<file path="src/rtl/core/pilt_pkg.sv">
// Shared types, constants and codes for the phantom intention lock table.
// No dependencies; imported by every module of the block.
`default_nettype none

package pilt_pkg;

  localparam int unsigned LOCK_ENTRIES      = 1024;
  localparam int unsigned SHARED_COUNT_BITS = 16;
  localparam int unsigned IX_COUNT_BITS     = 15;

  localparam int unsigned LOCK_AW  = (LOCK_ENTRIES > 1) ? $clog2(LOCK_ENTRIES) : 1;
  localparam int unsigned INDEX_W  = 10;
  localparam int unsigned SH_W     = 16;
  localparam int unsigned IX_W     = 15;
  localparam int unsigned STATUS_W = 2;

  localparam logic [SH_W-1:0] SH_MAX = SH_W'((33'd1 << SHARED_COUNT_BITS) - 33'd1);
  localparam logic [IX_W-1:0] IX_MAX = IX_W'((33'd1 << IX_COUNT_BITS) - 33'd1);

  localparam logic [STATUS_W-1:0] ST_OK       = 2'd0;
  localparam logic [STATUS_W-1:0] ST_ABORT    = 2'd1;
  localparam logic [STATUS_W-1:0] ST_WAIT     = 2'd2;
  localparam logic [STATUS_W-1:0] ST_NOT_HELD = 2'd3;

  localparam logic OP_ACQUIRE  = 1'b0;
  localparam logic OP_RELEASE  = 1'b1;
  localparam logic MODE_SHARED = 1'b0;
  localparam logic MODE_IX     = 1'b1;

  typedef struct packed {
    logic               operation;
    logic               lock_mode;
    logic [INDEX_W-1:0] lock_index;
  } req_t;

  typedef struct packed {
    logic [STATUS_W-1:0] status;
    logic [SH_W-1:0]     shared_count;
    logic [IX_W-1:0]     ix_count;
    logic                shared_waiting;
  } rsp_t;

  typedef struct packed {
    logic            waiting;
    logic [IX_W-1:0] ix;
    logic [SH_W-1:0] sh;
  } lock_word_t;

  typedef struct packed {
    logic clr_we;
    logic capture;
    logic commit;
  } cmd_t;

  typedef struct packed {
    logic clr_last;
  } sts_t;

endpackage

`default_nettype wire

</file>
<file path="src/rtl/core/pilt_ctrl.sv">
// Controller FSM: clearing pass, request capture and commit sequencing.
// Depends on pilt_pkg.
`default_nettype none

module pilt_ctrl import pilt_pkg::*; (
  input  wire  clk_i,
  input  wire  rst_ni,
  input  wire  in_valid_i,
  output logic in_stall_o,
  output logic out_valid_o,
  input  wire  out_stall_i,
  input  sts_t sts_i,
  output cmd_t cmd_o
);

  localparam logic [1:0] S_CLEAR = 2'd0;
  localparam logic [1:0] S_IDLE  = 2'd1;
  localparam logic [1:0] S_EXEC  = 2'd2;

  logic [1:0] state_q, state_d;
  logic       out_valid_q, out_valid_d;
  logic       slot_free;

  assign slot_free = !out_valid_q || !out_stall_i;

  always_comb begin
    state_d     = state_q;
    out_valid_d = out_valid_q && out_stall_i;
    cmd_o       = '0;
    in_stall_o  = 1'b1;
    case (state_q)
      S_CLEAR: begin
        cmd_o.clr_we = 1'b1;
        if (sts_i.clr_last) begin
          state_d = S_IDLE;
        end
      end
      S_IDLE: begin
        in_stall_o = 1'b0;
        if (in_valid_i) begin
          cmd_o.capture = 1'b1;
          state_d       = S_EXEC;
        end
      end
      S_EXEC: begin
        if (slot_free) begin
          cmd_o.commit = 1'b1;
          out_valid_d  = 1'b1;
          state_d      = S_IDLE;
        end
      end
      default: begin
        state_d = S_IDLE;
      end
    endcase
  end

  always_ff @(posedge clk_i or negedge rst_ni) begin
    if (!rst_ni) begin
      state_q     <= S_CLEAR;
      out_valid_q <= 1'b0;
    end else begin
      state_q     <= state_d;
      out_valid_q <= out_valid_d;
    end
  end

  assign out_valid_o = out_valid_q;

endmodule

`default_nettype wire

</file>
<file path="config.mk">
export PLATFORM = sky130hd
export DESIGN_NAME = pilt_ctrl
export DESIGN_NICKNAME = d
export VERILOG_FILES = /design/src/rtl/core/pilt_pkg.sv /design/src/rtl/core/pilt_ctrl.sv
export SDC_FILE = /design/constraint.sdc
export NUM_CORES = 1
export LEC_CHECK = 0
export BUFFER_PORTS_ARGS = -buffer_cell sky130_fd_sc_hd__buf_4
export CAP_MARGIN = 5
export CORE_AREA = 2 2 39 41
export DETAILED_ROUTE_END_ITERATION = 12
export DIE_AREA = 0 0 41 43
export SYNTH_ARGS = -nofsm -noshare
export SYNTH_HDL_FRONTEND = slang
export SYNTH_SLANG_ARGS = --single-unit
</file>
<file path="constraint.sdc">
create_clock -name clk_i -period 1.4 [get_ports clk_i]
set_clock_uncertainty 0.15 [all_clocks]
set_input_delay 0.28 -clock clk_i [delete_from_list [all_inputs] [get_ports clk_i]]
set_output_delay 0.28 -clock clk_i [all_outputs]
set_load 0.005 [all_outputs]
</file>
==> impl_metrics.json, run 1 <==
{
  "crit_buf_inv": 1,
  "power.leakage_nw": 0.1538,
  "fp.coreArea_um2": 1384,
  "initial_core_util_pct": 10.40,
  "num_vias": 158,
  "min_period_ns": 1.546,
  "status": "finished, violations left",
  "ant_nets": 0,
  "drc": 0,
  "hold_violations": 0,
  "die-area_um2": 1763,
  "yosys.area.top_type_share_pct": 52.17,
  "drt_iter0_drc": 1,
  "cts_tree": "done",
  "slowest_delay_ns": 0.40,
  "synth.distinct_cells": 10,
  "slowest_stage": "dfrtp_1",
  "cp.required_ns": 0.97,
  "path_max_fanout": 5,
  "numCtsBuffers": 3,
  "critPathKind": "reg -> out",
  "drive_gt1_share_pct": 58.06,
  "synth_area_leaders": "dfrtp_1 52%, and4b_2 7.8%, nor3_1 7.0%",
  "finalSetupViolations": 4,
  "worst_setup_path_start_kind": "flip-flop",
  "antenna_cells": 0,
  "finalCritPeriodShare_pct": 110.5,
  "end_kind": "output port",
  "avgRoutedWirePerCell_um": 8.447,
  "cts_max_path_buffers": 2,
  "powerDensity_nw_per_um2": 1926,
  "syn_nets": 19,
  "holdWs_ns": 0.1289,
  "antenna_found_initial": 0,
  "vdd_drop_max_mv": 0.2634,
  "grt_max_degree": 7,
  "grt_pass1_wl_um": 600,
  "min_path_type": "in -> reg",
  "gp_congestion": 0.5776,
  "grt-ovfl-total": 0,
  "htreeDepth": 1,
  "grt_use_total_pct": 5.723,
  "avgViaCountPerCell": 3.362,
  "die_h_um": 43,
  "io_pins": 10,
  "wl_um": 397,
  "cp_top_family": "flip-flops",
  "syn-cell-area_um2": 143.9,
  "slew_violations": 0,
  "rsz0062_at_grt": "yes",
  "nFillCells": 160,
  "violations": "negative setup slack",
  "dp_hpwl_um": 262.1,
  "area_growth_pct": 105.2,
  "cp.arrival_ns": 1.12,
  "slew-limit-headroom_pct": 90.18,
  "fmax_ghz": 0.6467,
  "cts_sinks": 3,
  "io_buffer_count": 9,
  "synthCells": 14,
  "root_buffer": "clkbuf_4",
  "worst_slew_pin_slew_ns": 0.1462,
  "final_cell_mix": "11 x buf_4, 3 x clkbuf_4, 3 x dfrtp_1, 2 x nand2_1, 2 x nor3_1",
  "clkSlewWorstSetupHoldPaths_ns": 0.04,
  "max_cap_viol_count": 0,
  "die_w_um": 41,
  "fin_nets": 37,
  "layout_setup_ws_ns": -0.1464,
  "synth_area_leader_cell": "dfrtp_1",
  "synth_area_per_cell_um2": 10.28,
  "final_common_cell": "buf_4",
  "ys_warn_count": 0,
  "crit_chain": "or2b_1 > a21oi_1 > buf_4",
  "yosys_register_bits": 3,
  "seq_area_frac_synth_pct": 52.17,
  "grt_pass1_vias": 187,
  "first_pass_iters": 2,
  "rows": 14,
  "place_ws_ns": 0.09803,
  "insertion_delay_ns": 0.23,
  "ff2ff_setup_slack_ns": 0.17
}
-- cell usage after synthesis --
cell	instances
or2_1	1
nor2_1	1
and3b_1	1
dfrtp_1	3
nor3_1	2
a21oi_1	1
and4b_2	1
or2b_2	1
nand2_1	2
or2b_1	1
-- metal layers --
layer  track usage (%)  up-vias  wire [µm]
li1                  -       82          -
met1             3.859       72        141
met2             8.438        4        235
met3             1.571        0         20
met4             10.00        0          0
met5                 0        -          0
-- cell families after synthesis --
kind of cell,Yosys count,share of synthesized area [%]
AOI/OAI and AO/OA,1,3.475
DFF,3,52.17
and+or+nand+nor,10,44.35
-- worst min-delay path, delay by kind of cell --
family	cells	cell delay (ns)
buffers and inverters	1	0.09
AND/OR/NAND/NOR	2	0.10
-- state kept, by name, summed over array words and instances, names as in the netlist --
name and count:
state_q 2, out_valid_o 1
-- worst paths after layout --
| check | startpoint | end | cells past startpoint |
|---|---|---|---|
| max | state_q[0] | cmd_o[0] | 3 |
| min | out_stall_i | out_valid_o | 3 |
| max reg2reg | state_q[1] | state_q[1] | 3 |
| min reg2reg | out_valid_o | out_valid_o | 2 |
| max in group asynchronous | rst_ni | state_q[0] | 2 |
| min in group asynchronous | rst_ni | out_valid_o | 2 |
-- where the power goes --
group          switching (mW)  internal [mW]  total (mW)
clock network          0.0448          0.107       0.152
registers              0.0385          0.124       0.162
logic                  0.0814          0.173       0.255
total                   0.165          0.404       0.569
-- final cells by class --
type                       count  area, µm²  area share [%]
sequential                     3      75.07           25.42
timing repair buffer          13      103.9           35.17
clock buffer                   4      26.28           8.898
tap                           16      20.02           6.780
multi-input combinational     11      70.07           23.73
-- repair_timing --
action / CTS / global route
gates resized for setup: 0 / 2
hold buffers: 1 / 0
endpoints found under the hold margin: 3 / 0
endpoints found under the setup margin: 3 / 3
buffers inserted: 2 / 1
-- per-stage QoR --
step                utilization, %  cell area, µm²  TNS, ns  power [mW]  std cells
floorplan                        -           143.9        0      0.2397         14
global placement             16.73           231.5        0      0.3543         39
detailed placement           16.73           231.5        0      0.3576         39
CTS                          20.43           282.8  -0.3389      0.5557         46
global route                 21.34           295.3  -0.4786      0.6174         47
finish                       21.34           295.3  -0.2849      0.5687         47
Power figures use the tool's default switching activity.
==> inputs of run 2 (changes only) <==
- BUFFER_PORTS_ARGS: -buffer_cell sky130_fd_sc_hd__buf_4 -> -buffer_cell sky130_fd_sc_hd__buf_2
==> run 2 against run 1 <==
Net effect:
- the flow still finishes with violations (negative setup slack)
- highest routed layer unchanged
- flip-flop and latch count unchanged
- non-clock buffer count increased by 3
- sequential power decreased by 6%
- core utilization increased by 1.4 points
- largest power group unchanged
==> impl_metrics.json, run 2 (synthesis gave the netlist of run 1 again) <==
{
  "htreeDepth": 1,
  "final_cell_mix": "8 x buf_2, 4 x buf_6, 3 x clkbuf_4, 3 x dfrtp_1, 3 x buf_4",
  "area_growth_pct": 118.3,
  "p_switching_uw": 186.8,
  "fin_nets": 40,
  "violations": "negative setup slack",
  "antenna_found_initial": 0,
  "root_buffer": "clkbuf_4",
  "slew-limit-headroom_pct": 89.90,
  "vdd_drop_max_mv": 0.2998,
  "io_buffer_count": 9,
  "grt_pass1_wl_um": 545,
  "die-area_um2": 1763,
  "finalCritPeriodShare_pct": 108.7,
  "clkPwrFrac_pct": 24.2,
  "min_period_ns": 1.522,
  "fp.coreArea_um2": 1384,
  "end_kind": "output port",
  "slowest_delay_ns": 0.37,
  "final_common_cell": "buf_2",
  "slowest_stage": "dfrtp_1",
  "avgRoutedWirePerCell_um": 8.880,
  "crit_buf_inv": 2,
  "fin_util_pct": 22.69,
  "clkSlewWorstSetupHoldPaths_ns": 0.04,
  "critPathKind": "reg -> out",
  "finalSetupViolations": 4,
  "ff2ff_setup_slack_ns": 0.01,
  "grt_max_degree": 7,
  "cts_max_path_buffers": 2,
  "grt_use_total_pct": 5.321,
  "rows": 14,
  "max_cap_viol_count": 0,
  "first_pass_iters": 2,
  "fmax_ghz": 0.6572,
  "cp.required_ns": 0.97,
  "antenna_cells": 0,
  "cts_sinks": 3,
  "worst_slew_pin_slew_ns": 0.1504,
  "grt_pass1_vias": 164,
  "drive_gt1_share_pct": 61.76,
  "numCtsBuffers": 3,
  "intPower_uw": 449.7,
  "initial_core_util_pct": 10.40,
  "slew_violations": 0,
  "comb_power_share_pct": 51.8,
  "insertion_delay_ns": 0.23,
  "fin_area_um2": 314.1,
  "num_vias": 176,
  "gp_congestion": 0.5573,
  "largest_register_ffs": 2,
  "grt-ovfl-total": 0,
  "power.leakage_nw": 0.1697,
  "switching_share_pct": 29.35,
  "path_max_fanout": 4,
  "die_h_um": 43,
  "avgViaCountPerCell": 3.520,
  "post_dp_cell_area_um2": 209.0,
  "cp_top_family": "flip-flops",
  "ant_nets": 0,
  "dp_hpwl_um": 244.1,
  "min_path_type": "in -> reg",
  "worst_setup_path_start_kind": "flip-flop",
  "drt_iter0_drc": 3,
  "layout_setup_ws_ns": -0.1217,
  "top_register": "state_q",
  "cp.arrival_ns": 1.09,
  "die_w_um": 41,
  "wl_um": 444,
  "status": "finished, violations left",
  "io_pins": 10,
  "rsz0062_at_grt": "yes",
  "drc": 0,
  "powerDensity_nw_per_um2": 2027,
  "hold_violations": 0,
  "cts_tree": "done",
  "seq_power_share_pct": 24.0,
  "crit_chain": "buf_6 > and3b_1 > buf_2"
}
==> run 2: cell types whose count changed in the layout (fill, tap and decap cells not counted) <==
cell	before	now
a21oi_1	1	0
a21oi_2	0	1
and3b_1	0	1
and3b_2	1	0
buf_2	0	8
buf_4	11	3
buf_6	1	4
or2b_2	1	0
or2b_4	0	1
==> run 2: stage by stage <==
step | setup slack [ns] | cells | hold WS, ns | power, mW | setup TNS, ns
after CTS | -0.1481 | 46 | 0.1309 | 0.5077 | -0.2516
after floorplan | 0.2113 | 14 | -0.1656 | 0.2397 | 0
after global placement | 0.1055 | 39 | -0.07268 | 0.3146 | 0
after global routing | -0.1548 | 50 | 0.1632 | 0.6835 | -0.5520
final | -0.1217 | 50 | 0.1468 | 0.6365 | -0.3809
after detailed placement | 0.1083 | 39 | -0.07368 | 0.3182 | 0
==> run 2: power by group through the flow <==
| stage | logic (mW) | registers (mW) | clock network [mW] |
|---|---|---|---|
| 2_1_floorplan | 0.0820 | 0.158 | 0 |
| 3_3_place_gp | 0.152 | 0.163 | 0 |
| 3_5_place_dp | 0.153 | 0.165 | 0 |
| 4_1_cts | 0.185 | 0.162 | 0.160 |
| 5_1_grt | 0.360 | 0.155 | 0.168 |
| 6_report | 0.330 | 0.153 | 0.154 |
==> run 2: timing repair <==
item                                    4_1_cts  5_1_grt
hold buffers                                  1        0
pin swaps                                     0        3
resized for setup                             0        6
endpoints found under the hold margin         3        0
buffers inserted                              2        4
endpoints found under the setup margin        3        4
==> run 2: cell type report <==
cell class / instances / area (µm²)
multi-input combinational: 11 / 75.07
tap: 16 / 20.02
fill: 150 / 1070
sequential: 3 / 75.07
timing repair buffer: 16 / 117.6
clock buffer: 4 / 26.28
==> run 2: metal layers <==
metal  wire, µm  up-vias  share of wire, %  GRT usage [%]
li1           -       89                 -              -
met1        149       83                34          3.537
met2        276        4                62          7.500
met3         18        0               4.1          1.571
met5          0        -                 0              0
met4          0        0                 0          10.00
==> run 2: path summary, 6_finish.rpt <==
| kind | startpoint | end | cells past startpoint |
|---|---|---|---|
| hold / removal | out_stall_i | out_valid_o | 3 |
| hold reg to reg | out_valid_o | out_valid_o | 2 |
| setup reg to reg | state_q[0] | state_q[1] | 5 |
| setup / recovery | state_q[1] | cmd_o[1] | 3 |
| min in group asynchronous | rst_ni | out_valid_o | 2 |
| max in group asynchronous | rst_ni | state_q[0] | 2 |
==> run 2: worst min-delay path, stage by stage <==
cell and delay, ns:
buf_2 0.11, nand2_1 0.05, nand2_1 0.06
